File: src/rtl/rvs_pkg.sv
// Shared package for the RV32IM instruction-step core.
// It holds the memory sizing, the instruction codes, the item and result types and the ALU.
// No dependencies.
`default_nettype none

package rvs_pkg;

  // Memory sizing: four byte lanes of MEM_BYTES/4 entries each.
  localparam int unsigned MEM_BYTES = 65536;
  localparam int unsigned IDX_W     = $clog2(MEM_BYTES);
  localparam int unsigned WORDS     = MEM_BYTES / 4;
  localparam int unsigned WA_W      = $clog2(WORDS);
  localparam logic [31:0] MEM_SPAN  = 32'(MEM_BYTES);

  // Reset value of the memory base and of the program counter.
  localparam logic [31:0] BASE_RST = 32'h8000_0000;

  // Exact halting words.
  localparam logic [31:0] W_ECALL  = 32'h0000_0073;
  localparam logic [31:0] W_EBREAK = 32'h0010_0073;

  // Major opcodes.
  localparam logic [6:0] OPC_IMM   = 7'h13;
  localparam logic [6:0] OPC_OP    = 7'h33;
  localparam logic [6:0] OPC_LUI   = 7'h37;
  localparam logic [6:0] OPC_AUIPC = 7'h17;
  localparam logic [6:0] OPC_JAL   = 7'h6F;
  localparam logic [6:0] OPC_JALR  = 7'h67;
  localparam logic [6:0] OPC_BR    = 7'h63;
  localparam logic [6:0] OPC_LD    = 7'h03;
  localparam logic [6:0] OPC_ST    = 7'h23;

  // funct7 codes.
  localparam logic [6:0] F7_BASE = 7'h00;
  localparam logic [6:0] F7_ALT  = 7'h20;
  localparam logic [6:0] F7_MUL  = 7'h01;

  typedef enum logic [2:0] {
    STS_EXEC    = 3'd0,
    STS_ECALL   = 3'd1,
    STS_EBREAK  = 3'd2,
    STS_ZERO    = 3'd3,
    STS_ILLEGAL = 3'd4,
    STS_HALTED  = 3'd5,
    STS_LOADED  = 3'd6,
    STS_DROPPED = 3'd7
  } status_t;

  typedef enum logic [0:0] {
    OPN_LOAD = 1'b0,
    OPN_STEP = 1'b1
  } opn_t;

  typedef enum logic [1:0] {
    ACC_NONE  = 2'd0,
    ACC_LOAD  = 2'd1,
    ACC_STORE = 2'd2
  } acc_t;

  typedef enum logic [3:0] {
    ST_CLEAR,
    ST_IDLE,
    ST_LOAD,
    ST_FETCH,
    ST_DECODE,
    ST_EXEC,
    ST_MUL,
    ST_MULC,
    ST_DIV,
    ST_MEM,
    ST_MWAIT,
    ST_WB
  } st_t;

  // One classified input item.
  typedef struct packed {
    opn_t        opn;
    logic [31:0] addr;
    logic [31:0] data;
  } item_t;

  // Request to the divider.
  typedef struct packed {
    logic start;
    logic sgn;
    logic rem;
  } div_req_t;

  // Integer ALU shared by OP-IMM and OP.
  function automatic logic [31:0] alu_op(input logic [2:0] f3, input logic alt,
                                         input logic [31:0] a, input logic [31:0] b);
    logic [4:0]  sh;
    logic [31:0] r;
    sh = b[4:0];
    case (f3)
      3'd0:    r = alt ? a - b : a + b;
      3'd1:    r = a << sh;
      3'd2:    r = ($signed(a) < $signed(b)) ? 32'd1 : 32'd0;
      3'd3:    r = (a < b) ? 32'd1 : 32'd0;
      3'd4:    r = a ^ b;
      3'd5:    r = alt ? 32'($signed(a) >>> sh) : a >> sh;
      3'd6:    r = a | b;
      default: r = a & b;
    endcase
    return r;
  endfunction

endpackage

`default_nettype wire

File: src/rtl/rvs_front.sv
// Front end of the core: accepts input transfers and classifies them as load or step items.
// Depends on rvs_pkg.
`default_nettype none

module rvs_front (
  input  wire logic          clk,
  input  wire logic          rst_n,
  input  wire logic          in_tvalid,
  output logic               in_tready,
  input  wire logic [0:0]    in_tuser,   // operation
  input  wire logic [63:0]   in_tdata,   // load_address, load_data
  output logic               push_valid,
  input  wire logic          push_ready,
  output rvs_pkg::item_t     push_item
);
  import rvs_pkg::*;

  logic  slot_vld_r;
  item_t slot_r;

  // The slot takes a new item whenever it is empty or drains this cycle.
  assign in_tready  = !slot_vld_r || push_ready;
  assign push_valid = slot_vld_r;
  assign push_item  = slot_r;

  always_ff @(posedge clk) begin
    if (!rst_n) begin
      slot_vld_r <= 1'b0;
    end else if (in_tready) begin
      slot_vld_r <= in_tvalid;
    end
  end

  // Classification into the item record.
  always_ff @(posedge clk) begin
    if (in_tvalid && in_tready) begin
      slot_r.opn  <= (in_tuser[0] == 1'b1) ? OPN_STEP : OPN_LOAD;
      slot_r.addr <= in_tdata[31:0];
      slot_r.data <= in_tdata[63:32];
    end
  end

endmodule

`default_nettype wire

File: config.mk
export PLATFORM = sky130hd
export DESIGN_NAME = rvs_front
export DESIGN_NICKNAME = d
export VERILOG_FILES = /design/src/rtl/rvs_pkg.sv /design/src/rtl/rvs_front.sv
export SDC_FILE = /design/constraint.sdc
export NUM_CORES = 1
export LEC_CHECK = 0
export BUFFER_PORTS_ARGS = -buffer_cell sky130_fd_sc_hd__buf_4
export CAP_MARGIN = 20
export CELL_PAD_IN_SITES_DETAIL_PLACEMENT = 1
export CELL_PAD_IN_SITES_GLOBAL_PLACEMENT = 2
export CORE_ASPECT_RATIO = 0.5
export CORE_MARGIN = 5
export CORE_UTILIZATION = 27
export DETAILED_ROUTE_END_ITERATION = 10
export PLACE_DENSITY_LB_ADDON = 0.1
export SKIP_CTS_REPAIR_TIMING = 1
export SYNTH_ARGS = -nofsm -noshare
export SYNTH_HDL_FRONTEND = slang
export SYNTH_SLANG_ARGS = --single-unit
File: constraint.sdc
create_clock -name clk -period 1.6 [get_ports clk]
set_input_delay 0.32 -clock clk [delete_from_list [all_inputs] [get_ports clk]]
set_output_delay 0.32 -clock clk [all_outputs]
set_load 0.05 [all_outputs]
=== Word level (Yosys, flattened, before mapping) ===
Index checks and enable logic that the tools add are counted.

* Muxes and demuxes: 1
* Shift operators: 0
* Multipliers: 0
* Bitwise logic cells: 0
* Eq/ne operators: 0
* Divide/modulo/power cells: 0
* Reduce and logical (&&, ||, !) cells: 3
* $lt $le $gt $ge: 0
* Add/sub/neg operators: 0

{| class="wikitable"
|+ Operators by type and width
! cell !! number
|-
| $logic_and 1x1->1 || 1
|-
| $logic_not 1->1 || 1
|-
| $logic_or 1x1->1 || 1
|-
| $mux 1 || 1
|}

* Register bits after elaboration: 66
* Memory bits (read-only): 0
* RAM bits: 0
* Latch bits: 0
* Input bits: 69
* Memories kept: 0

=== Logic depth before layout (Yosys ltp) ===
* Depth in word-level cells: 3
* Depth in mapped cells: 2
* Depth with buffers taken out: 2

=== Worst setup path before layout ===
OpenSTA, ideal clock, no wires.

* Kind: register -> register
* Start: reg slot_vld_r (netlist: push_valid)
* End: reg slot_r, in the netlist push_item[0] (enable)
* Period minus slack after synthesis: 1716 ps
* Slack: -116 ps
* Library setup time: 377 ps
* Data arrival time: 1339 ps
* Required time: 1223 ps
* Cell stages (with the launch flop): 3
* Cell sequence: dfxtp_1 > nand2b_4 > and2_4

* Cells in the longest elaborated chain, start to end: 3

{| class="wikitable"
|+ RTL lines
! element !! RTL line !! source
|-
| from (decl) || rvs_front.sv:18 || <nowiki>logic slot_vld_r;</nowiki>
|-
| from (signal assigned) || rvs_front.sv:30 || <nowiki>slot_vld_r <= in_tvalid;</nowiki>
|-
| $logic_not 1->1 || rvs_front.sv:22 || <nowiki>assign in_tready = !slot_vld_r || push_ready;</nowiki>
|-
| $logic_or 1x1->1 || rvs_front.sv:22 ||
|-
| net in_tready || rvs_front.sv:9 || <nowiki>output logic in_tready,</nowiki>
|-
| $logic_and 1x1->1 || rvs_front.sv:36 || <nowiki>if (in_tvalid && in_tready) begin</nowiki>
|-
| to (decl) || rvs_front.sv:19 || <nowiki>item_t slot_r;</nowiki>
|}

The timed path passes the listed nets, and every way through them passes these cells.
A chain may end at the register's enable or synchronous reset.

=== Final worst setup path ===
* Start: reg slot_vld_r (netlist: push_valid)
* End: out in_tready

* Cells in the longest elaborated chain, start to end: 2

{| class="wikitable"
|+ RTL lines
! element !! RTL line
|-
| $logic_not 1->1 || rvs_front.sv:22
|-
| $logic_or 1x1->1 || rvs_front.sv:22
|-
| to (decl) || rvs_front.sv:9
|}

Every way passes these cells.

==> impl_metrics.py <==
metrics = {
    "outcome": {
        "status": "finished clean",
    },
    "sta": {
        "setup_violations": 0,
        "rsz0062_at_grt": "no",
        "period_needed_ns": 1.23,
        "fin_tns_setup_ns": 0,
        "hold_violations": 0,
        "slew_headroom_pct": 87.5,
        "drv_slew": 0,
        "worstMarginPinSlew_ns": 0.187,
        "fin_skew_ns": 0.00432,
        "post-route-period-util_pct": 77.0,
        "fmax_mhz": 811,
    },
    "drt": {
        "wl_per_cell_um": 16.1,
        "drcViolationCount": 0,
        "via_count": 1244,
        "routed_via_density": 3.91,
        "drt_iter0_drc": 62,
        "first_pass_iters": 3,
        "postRouteAntennaNets": 0,
        "postRouteWirelength_um": 5130,
    },
    "final_layout": {
        "final_cell_mix": "buf_4, edfxtp_1, clkbuf_16",
        "syn2layout_area_growth_pct": 73.4,
        "finalNetCount": 287,
        "final_common_cell": "buf_4",
        "n_antenna_cell": 0,
        "layout-drive-gt1-share_pct": 68.5,
        "stdcell_area_um2": 3480,
    },
    "cts": {
        "htreeDepth": 3,
        "cts_tree": "yes",
        "cts.clk_slew.worst_paths_ns": 0.05,
        "clock_latency_ns": 0.32,
        "clockBufferDepth": 2,
        "cts-root-buf": "clkbuf_16",
        "clock_sinks": 66,
        "cts_buffers": 9,
    },
    "synthesis": {
        "syn-cell-area_um2": 2010,
        "synth_cells": 70,
        "synth_top_area_share_pct": 97.1,
        "yosysSeqAreaShare_pct": 98.1,
        "synthesis.nets": 139,
        "syn_area_per_cell_um2": 28.7,
        "synth_cell_types": 6,
        "ys_seq_elements": 66,
        "ys_top_cells_by_area": "edfxtp_1, dfxtp_1, nand2b_4, a21boi_2, and2_4",
        "yosysWarnings": 0,
        "yosys.area.top_type": "edfxtp_1",
    },
    "global_route": {
        "gr-total-overflow": 0,
        "grt_pass1_wl_um": 7630,
        "grt.total_usage_pct": 11.0,
        "grt_pass1_vias": 1428,
        "grt_max_degree": 35,
        "antenna_found_initial": 0,
    },
    "die": {
        "dieArea_um2": 9370,
        "fp.dieW_um": 132,
        "dieHeight_um": 71,
        "core_um2": 7290,
        "io_pins": 136,
        "num_rows": 22,
        "initial_core_util_pct": 27.5,
    },
    "power_and_ir_drop": {
        "ir_drop_v": 0.000588,
        "leakagePower_nw": 1.47,
        "p_per_area_nw_per_um2": 1350,
        "finalPower_w": 0.00472,
    },
    "setup_path": {
        "crit_path_start_kind": "flop",
        "critPathMaxFanout": 3,
        "worstPathArrival_ns": 0.91,
        "critPathKind": "reg2out",
        "endpoint_kind": "output pin",
        "required_ns": 1.28,
    },
    "flow_run": {
        "maxCapViolations": 0,
    },
    "placement": {
        "portBuffers": 135,
        "place_congestion": 0.614,
        "dpl-instance-area_um2": 3180,
    },
    "min_path": {
        "min_path_type": "in2reg",
    },
}
kinds of logic after synthesis:
kind of cell | Yosys count | synth area share [%]
flip-flops | 66 | 98.1
AND/OR/NAND/NOR | 2 | 1.12
AO/OA/AOI/OAI | 1 | 0.560
buffers and inverters | 1 | 0.187
flip-flops by register name, indices dropped and copies added, names as in the netlist:
| name | count |
|---|---|
| push_item | 65 |
| push_valid | 1 |
cell usage after synthesis:
cell type and instances:
a21boi_2 1, dfxtp_1 1, inv_1 1, nand2b_4 1, edfxtp_1 65, and2_4 1
critical path, stage by stage (launching register included):
cell and delay [ns]:
dfxtp_2 0.33, nand2b_4 0.07, buf_4 0.19
cell type report:
cell class	instances	area [um2]
Clock buffer	11	233
Clock inverter	4	67.6
Fill cell	722	3810
Inverter	1	3.75
Multi-Input combinational cell	3	33.8
Sequential cell	66	1970
Tap cell	96	120
Timing Repair Buffer	137	1050
layer usage:
| metal | up-vias | GRT usage, % | part of all wire (%) | wire (um) |
|---|---|---|---|---|
| li1 | 575 | - | - | - |
| met1 | 592 | 10.7 | 35 | 1820 |
| met2 | 68 | 19.3 | 53 | 2750 |
| met3 | 9 | 6.18 | 9.6 | 494 |
| met4 | 0 | 5.47 | 1.4 | 74 |
| met5 | - | 0 | 0 | 0 |
path summary, 6_finish.rpt:
check | start | to | slack, ns | cells after the start
max reg2reg | push_valid | push_item[30] | 0.50 | 3
min | in_tdata[24] | push_item[56] | 0.18 | 1
max | push_valid | in_tready | 0.37 | 2
min reg2reg | push_valid | push_valid | 0.48 | 2
through the flow:
step / std cells / worst slack [ns] / hold WS [ns] / utilization, %
final: 318 / 0.368 / 0.176 / 47.8
after global routing: 318 / 0.323 / 0.153 / 47.8
after CTS: 318 / 0.342 / 0.160 / 47.8
after detailed placement: 303 / 0.366 / 0.483 / 43.7
after global placement: 303 / 0.374 / 0.475 / 43.7
after floorplan: 70 / 0.0187 / 0.419 / -
report_power, final:
| part | internal (W) | total (W) | switching, W |
|---|---|---|---|
| sequential | 0.00202 | 0.00205 | 0.0000296 |
| clock | 0.00134 | 0.00197 | 0.000629 |
| combinational | 0.000240 | 0.000690 | 0.000450 |
No activity file was read; power rests on OpenSTA's default activity.
