## config.mk

```make
export PLATFORM = sky130hd
export DESIGN_NAME = rvs_fifo
export DESIGN_NICKNAME = d
export VERILOG_FILES = /design/src/rtl/rvs_pkg.sv /design/src/rtl/rvs_fifo.sv
export SDC_FILE = /design/constraint.sdc
export NUM_CORES = 1
export LEC_CHECK = 0
export ABC_CLOCK_PERIOD_IN_PS = 4600
export BUFFER_PORTS_ARGS = -buffer_cell sky130_fd_sc_hd__buf_4
export CAP_MARGIN = 5
export CORE_AREA = 2 2 97 99
export DETAILED_ROUTE_END_ITERATION = 16
export DIE_AREA = 0 0 99 101
export PLACE_DENSITY = 0.83
export SYNTH_ARGS = -nofsm -noshare
export SYNTH_HDL_FRONTEND = slang
export SYNTH_SLANG_ARGS = --single-unit
```

## constraint.sdc

```tcl
create_clock -name clk -period 4.6 [get_ports clk]
set_clock_uncertainty 0.1 [all_clocks]
set_input_delay 0.46 -clock clk [delete_from_list [all_inputs] [get_ports clk]]
set_output_delay 0.46 -clock clk [all_outputs]
set_load 0.02 [all_outputs]
```

## src/rtl/rvs_pkg.sv

```systemverilog
// Shared package for the RV32IM instruction-step core.
// It holds the memory sizing, the instruction codes, the item and result types and the ALU.
// No dependencies.
`default_nettype none

package rvs_pkg;

  // Memory sizing: four byte lanes of MEM_BYTES/4 entries each.
  localparam int unsigned MEM_BYTES = 65536;
  localparam int unsigned IDX_W     = $clog2(MEM_BYTES);
  localparam int unsigned WORDS     = MEM_BYTES / 4;
  localparam int unsigned WA_W      = $clog2(WORDS);
  localparam logic [31:0] MEM_SPAN  = 32'(MEM_BYTES);

  // Reset value of the memory base and of the program counter.
  localparam logic [31:0] BASE_RST = 32'h8000_0000;

  // Exact halting words.
  localparam logic [31:0] W_ECALL  = 32'h0000_0073;
  localparam logic [31:0] W_EBREAK = 32'h0010_0073;

  // Major opcodes.
  localparam logic [6:0] OPC_IMM   = 7'h13;
  localparam logic [6:0] OPC_OP    = 7'h33;
  localparam logic [6:0] OPC_LUI   = 7'h37;
  localparam logic [6:0] OPC_AUIPC = 7'h17;
  localparam logic [6:0] OPC_JAL   = 7'h6F;
  localparam logic [6:0] OPC_JALR  = 7'h67;
  localparam logic [6:0] OPC_BR    = 7'h63;
  localparam logic [6:0] OPC_LD    = 7'h03;
  localparam logic [6:0] OPC_ST    = 7'h23;

  // funct7 codes.
  localparam logic [6:0] F7_BASE = 7'h00;
  localparam logic [6:0] F7_ALT  = 7'h20;
  localparam logic [6:0] F7_MUL  = 7'h01;

  typedef enum logic [2:0] {
    STS_EXEC    = 3'd0,
    STS_ECALL   = 3'd1,
    STS_EBREAK  = 3'd2,
    STS_ZERO    = 3'd3,
    STS_ILLEGAL = 3'd4,
    STS_HALTED  = 3'd5,
    STS_LOADED  = 3'd6,
    STS_DROPPED = 3'd7
  } status_t;

  typedef enum logic [0:0] {
    OPN_LOAD = 1'b0,
    OPN_STEP = 1'b1
  } opn_t;

  typedef enum logic [1:0] {
    ACC_NONE  = 2'd0,
    ACC_LOAD  = 2'd1,
    ACC_STORE = 2'd2
  } acc_t;

  typedef enum logic [3:0] {
    ST_CLEAR,
    ST_IDLE,
    ST_LOAD,
    ST_FETCH,
    ST_DECODE,
    ST_EXEC,
    ST_MUL,
    ST_MULC,
    ST_DIV,
    ST_MEM,
    ST_MWAIT,
    ST_WB
  } st_t;

  // One classified input item.
  typedef struct packed {
    opn_t        opn;
    logic [31:0] addr;
    logic [31:0] data;
  } item_t;

  // Request to the divider.
  typedef struct packed {
    logic start;
    logic sgn;
    logic rem;
  } div_req_t;

  // Integer ALU shared by OP-IMM and OP.
  function automatic logic [31:0] alu_op(input logic [2:0] f3, input logic alt,
                                         input logic [31:0] a, input logic [31:0] b);
    logic [4:0]  sh;
    logic [31:0] r;
    sh = b[4:0];
    case (f3)
      3'd0:    r = alt ? a - b : a + b;
      3'd1:    r = a << sh;
      3'd2:    r = ($signed(a) < $signed(b)) ? 32'd1 : 32'd0;
      3'd3:    r = (a < b) ? 32'd1 : 32'd0;
      3'd4:    r = a ^ b;
      3'd5:    r = alt ? 32'($signed(a) >>> sh) : a >> sh;
      3'd6:    r = a | b;
      default: r = a & b;
    endcase
    return r;
  endfunction

endpackage

`default_nettype wire

```

## src/rtl/rvs_fifo.sv

```systemverilog
// Two-entry queue between the front end and the execution back end.
// Depends on rvs_pkg.
`default_nettype none

module rvs_fifo (
  input  wire logic           clk,
  input  wire logic           rst_n,
  input  wire logic           push_valid,
  output logic                push_ready,
  input  wire rvs_pkg::item_t push_item,
  output logic                pop_valid,
  input  wire logic           pop_ready,
  output rvs_pkg::item_t      pop_item
);
  import rvs_pkg::*;

  item_t      ent_r [2];
  logic       wp_r;
  logic       rp_r;
  logic [1:0] cnt_r;
  logic       do_push;
  logic       do_pop;

  assign push_ready = (cnt_r != 2'd2);
  assign pop_valid  = (cnt_r != 2'd0);
  assign pop_item   = ent_r[rp_r];
  assign do_push    = push_valid && push_ready;
  assign do_pop     = pop_valid && pop_ready;

  // Pointers and fill level.
  always_ff @(posedge clk) begin
    if (!rst_n) begin
      wp_r  <= 1'b0;
      rp_r  <= 1'b0;
      cnt_r <= 2'd0;
    end else begin
      if (do_push) wp_r <= ~wp_r;
      if (do_pop)  rp_r <= ~rp_r;
      case ({do_push, do_pop})
        2'b10:   cnt_r <= cnt_r + 2'd1;
        2'b01:   cnt_r <= cnt_r - 2'd1;
        default: cnt_r <= cnt_r;
      endcase
    end
  end

  // Entry storage.
  always_ff @(posedge clk) begin
    if (do_push) ent_r[wp_r] <= push_item;
  end

endmodule

`default_nettype wire

```

Yosys cells after proc, flatten, opt, wreduce, memory -nomap -nowiden
Memories as Yosys holds them, arrays and structs flattened. A register that Yosys moved wholly into a read port is not among the register bits.
Index checks and enable logic that the tools add are counted.
{ "word_totals": {"register_bits": 4, "ramBits": 130, "inputBits": 69, "out_inout_bits": 67, "word_cells": 20, "n_memories": 1} }
{ "classes": {"n_addsub": 2, "eq_ne": 3, "n_mux": 5, "n_bitwise": 2, "n_reduce_logical": 4} }
{ "memory_table": {"columns": ["name", "words", "word_bits", "rd", "rd_clocked_by_memory_dff", "write_ports", "line_no", "source"], "rows": [
  ["ent_r", 2, 65, 1, 1, 1, "rvs_fifo.sv:17", "item_t ent_r [2];"]
]} }
{ "op_table": {"columns": ["operator", "n"], "rows": [
  ["2-to-1 mux 1 bit", 4],
  ["one-hot mux 2 bit (2 select lines)", 1],
  ["nonzero test 2 bit", 2],
  ["adder 2 x 1 -> 2 bit, second input constant", 1],
  ["equality test 2 x 1 -> 1 bit, second input constant", 1],
  ["equality test 2 bit, second input constant", 1],
  ["logical AND 1 bit", 2],
  ["inequality test 2 bit, second input constant", 1],
  ["inverter 1 bit", 2],
  ["subtractor 2 x 1 -> 2 bit, second input constant", 1]
]} }

Logic depth before layout (Yosys ltp)
{ "logic_depth": {"ltp_word": 4, "depth_mapped": 6, "mapped_depth_nobuf": 6} }

Worst setup path before layout
OpenSTA, ideal clock, no wires.
{ "synth_timing": {"kind": "register to register", "startpoint": "register cnt_r[0]", "endpoint": "memory ent_r[1][0] (netlist name) (enable)", "setup_ps": 430, "t_arrival_ps": 2319, "required_ps": 4070, "setup_slack_ps": 1750, "path_stages_with_launch": 3, "n_path_buf": 0, "period_less_slack_ps": 2850, "path_cell_list": "dfxtp_1 nand2b_1 and3_1"} }
{ "synth_between": {"elab_chain_cells": 4} }
{ "synth_lines": {"columns": ["element", "line_no", "source"], "rows": [
  ["from (decl)", "rvs_fifo.sv:20", "logic [1:0] cnt_r;"],
  ["from (signal assigned)", "rvs_fifo.sv:40", "2'b10: cnt_r <= cnt_r + 2'd1;"],
  ["from (signal assigned)", "rvs_fifo.sv:41", "2'b01: cnt_r <= cnt_r - 2'd1;"],
  ["from (signal assigned)", "rvs_fifo.sv:42", "default: cnt_r <= cnt_r;"],
  ["inequality test 2 bit", "rvs_fifo.sv:24", "assign push_ready = (cnt_r != 2'd2);"],
  ["named net push_ready", "rvs_fifo.sv:9", "output logic push_ready,"],
  ["logical AND 1 bit", "rvs_fifo.sv:27", "assign do_push = push_valid && push_ready;"],
  ["2-to-1 mux 1 bit", "rvs_fifo.sv:49", "if (do_push) ent_r[wp_r] <= push_item;"],
  ["2-to-1 mux 1 bit (not written as such)", "rvs_fifo.sv:49", null],
  ["to (decl)", "rvs_fifo.sv:17", null]
]} }
The timed path passes the listed nets, and every way through them passes these cells.

==> reports/qor.txt <==
GR Overflow Total: 0
DRT Pass-1 Iters: 4
CTS Buf Count: 17
min cycle time layout: 2.88 ns
fraction of layout instances using a drive strength above 1: 0.617
Post CTS Setup Buffer Count: 0
Setup Viol. Count Final: 0
Max Fanout on Critical Path: 36
global routing usage on met3: 0.0638
Non-Filler Instances: 500
worst reg2reg startpoint: cnt_r[0]$_SDFFE_PN0P_
worst path cell trace: buf_4, mux2_2, buf_4
drt drc: 0
cts hold-fix bufs: 0
power per cell area: 628 nW/um^2
Worst Setup End Kind: primary output
post-cts resize count: 0
first-pass GRT wire length: 13200 um
CTS H-tree depth: 4
hold_ws: 0.0379 ns
Final nets: 447
initial antenna violation count: 0
cell-internal power: 3.04 mW
Via density: 5.10
Std-Cell Rows: 35
slowest stage delay, CP: 0.88 ns
Max-slew headroom: 0.341
fill count: 539
status: finished clean
Area Growth Syn to Fin: 36.1%
worst reg2reg endpoint: ent_r[1][36]$_DFFE_PP_
total area of sequential cells: 4010 sq um
Pleak: 2.52 nW
flops & latches, synth: 135
die width: 99 um
fmax: 347 MHz
DR iter-0 viols: 91
M2 GR Usage: 0.310
busiest grt layer: met2
most frequent CP cell: buf_4
Clock Pin Slew Worst Setup and Hold Paths: 0.06 ns
insertion delay to the later sink of the worst-skew pair: 0.50 ns
max-slew violations: 0
Vias: 2551
Mapped Area: 4920 sq um
Placed Instance Area: 6060 sq um
Synth Net Count: 296
total of max-cap violations: 0
CTS root buf: clkbuf_8
GRT met1 Usage: 0.203
RSZ-0062 raised after global routing: no
CP Data Arrival Time: 2.32 ns
crit share post-route: 0.626
Sw Ratio: 0.277
Initial Util: 0.548
Flop pwr share: 0.392
routability congestion estimate: 0.730
Inst Count DP: 469
Comb pwr share: 0.268
Synth cell types: 21
worst vdd ir: 432 uV
depth of the worst register-to-register path: 3
multi-input logic area: 865 sq um
clock share of power: 0.340
hold path startpoint: push_item[49]
Routed Antenna Nets: 0
Area contributors post-synth: edfxtp_1 (79%), mux2_2 (15%), dfxtp_1 (2.0%)
Min-Delay Path Depth: 1
Syn Inst Count: 226
Overall Global Routing Usage: 0.180
ant diodes: 0
Setup TNS: 0 ns
Critical Path RT: 4.04 ns
Fin. Hold Viols: 0
design area: 6690 sq um
WL final: 8690 um
Slowest-stage cell, CP: dfxtp_2
hold crit path type: input pin to flip-flop
sequential share of the synthesized area: 0.814
buffers and inverters on the worst path: 2
WHS Endpoint: ent_r[1][49]$_DFFE_PP_
clock sink count: 135
Yosys Warn Count: 0
CP startpoint kind: flip-flop
Die H: 101 um
die area: 10000 sq um
NetSw: 1.17 mW
wire length per cell: 17.4 um
port bufs: 135
largest net degree at the start of global routing: 43
Syn Area/Cell: 21.8 sq um
CTS tree: yes
via count of the first global-routing pass: 2705
fin util: 0.746
num ports: 136
flop2flop setup slack: 2.20 ns
clock buffer depth: 2
hpwl dp: 5670 um
Yosys top cell by area: edfxtp_1
Crit Path Category: flip-flop to primary output
family with the most delay on the worst path: flip-flops
Worst-Margin Slew: 0.988 ns
core footprint: 8980 sq um
share of the synthesized area in the top cell type: 0.794
==> per-layer routing <==
| metal | share of wire | vias to the layer above | routed length [um] |
|---|---|---|---|
| li1 | - | 1199 | - |
| met1 | 0.38 | 1253 | 3270 |
| met2 | 0.54 | 88 | 4710 |
| met3 | 0.067 | 11 | 581 |
| met4 | 0.015 | 0 | 133 |
| met5 | 0 | - | 0 |
==> Yosys cell counts, drive strengths merged <==
cell type and n:
edfxtp 130, mux2 65, buf 7, dfxtp 5, xnor2 3, a21boi 2
nor2b 2, a21bo 1, and2 1, and3 1, ha 1, inv 1
nand2 1, nand2b 1, nand3b 1, o21a 1, o21ai 1, or2 1
or3 1
==> through the flow <==
| stage | total power, mW | setup slack [ns] |
|---|---|---|
| after floorplan | 2.36 | 1.75 |
| after CTS | 4.25 | 1.66 |
| after detailed placement | 2.81 | 2.16 |
| final | 4.20 | 1.72 |
| after global routing | 4.37 | 1.57 |
| after global placement | 2.78 | 2.20 |
==> final cells by class <==
| cell class | instances | area share |
|---|---|---|
| Tap cell | 111 | 0.0208 |
| Timing Repair Buffer | 139 | 0.156 |
| Clock buffer | 17 | 0.0619 |
| Sequential cell | 135 | 0.598 |
| Inverter | 1 | 0.000561 |
| Clock inverter | 14 | 0.0333 |
| Multi-Input combinational cell | 83 | 0.129 |
==> cell families (layout without fill, tap and decap cells) <==
kind of cell,after synthesis,count (layout),share of synthesized area
buffers and inverters,8,171,0.0104
xor gates and xnor gates,3,3,0.00534
DFF,135,135,0.814
and+or+nand+nor,9,9,0.0112
muxes,65,65,0.149
AOI/OAI and AO/OA,5,5,0.00763
adders and majority gates,1,1,0.00254
==> layout by cell type, fill, tap and decap left out, drive strengths merged <==
cell type	synthesis	final
and3	1	1
or3	1	1
ha	1	1
and2	1	1
clkinvlp	0	2
edfxtp	130	130
a21bo	1	1
nand2b	1	1
xnor2	3	3
or2	1	1
clkbuf	0	17
o21ai	1	1
nand3b	1	1
clkinv	0	4
nor2b	2	2
dfxtp	5	5
buf	7	139
mux2	65	65
o21a	1	1
inv	1	4
bufinv	0	5
nand2	1	1
a21boi	2	2
==> how the worst max path moves through the flow <==
stage	to	start	slack [ns]	depth (start not counted)
2_1_floorplan	ent_r[1][0]$_DFFE_PP_	cnt_r[0]$_SDFFE_PN0P_	1.75	2
3_3_place_gp	pop_item[51]	flip-flop	2.20	3
3_5_place_dp	ent_r[1][31]$_DFFE_PP_	cnt_r[0]$_SDFFE_PN0P_	2.16	3
4_1_cts	pop_item[51]	flip-flop	1.66	3
5_1_grt	pop_item[22]	flip-flop	1.57	3
6_report	pop_item[51]	flip-flop	1.72	3
==> power by group through the flow <==
stage	clock network (mW)	logic, mW	registers, mW
after global routing	1.50	1.20	1.67
after detailed placement	0	1.14	1.67
final	1.43	1.13	1.65
after CTS	1.46	1.14	1.65
after global placement	0	1.12	1.66
after floorplan	0	0.741	1.62
==> sequential cells by signal, indices dropped and copies added (netlist names), named ones only <==
| name | count |
|---|---|
| cnt_r | 2 |
| rp_r | 1 |
| wp_r | 1 |
| ent_r | 130 |
Power figures use the tool's default switching activity.
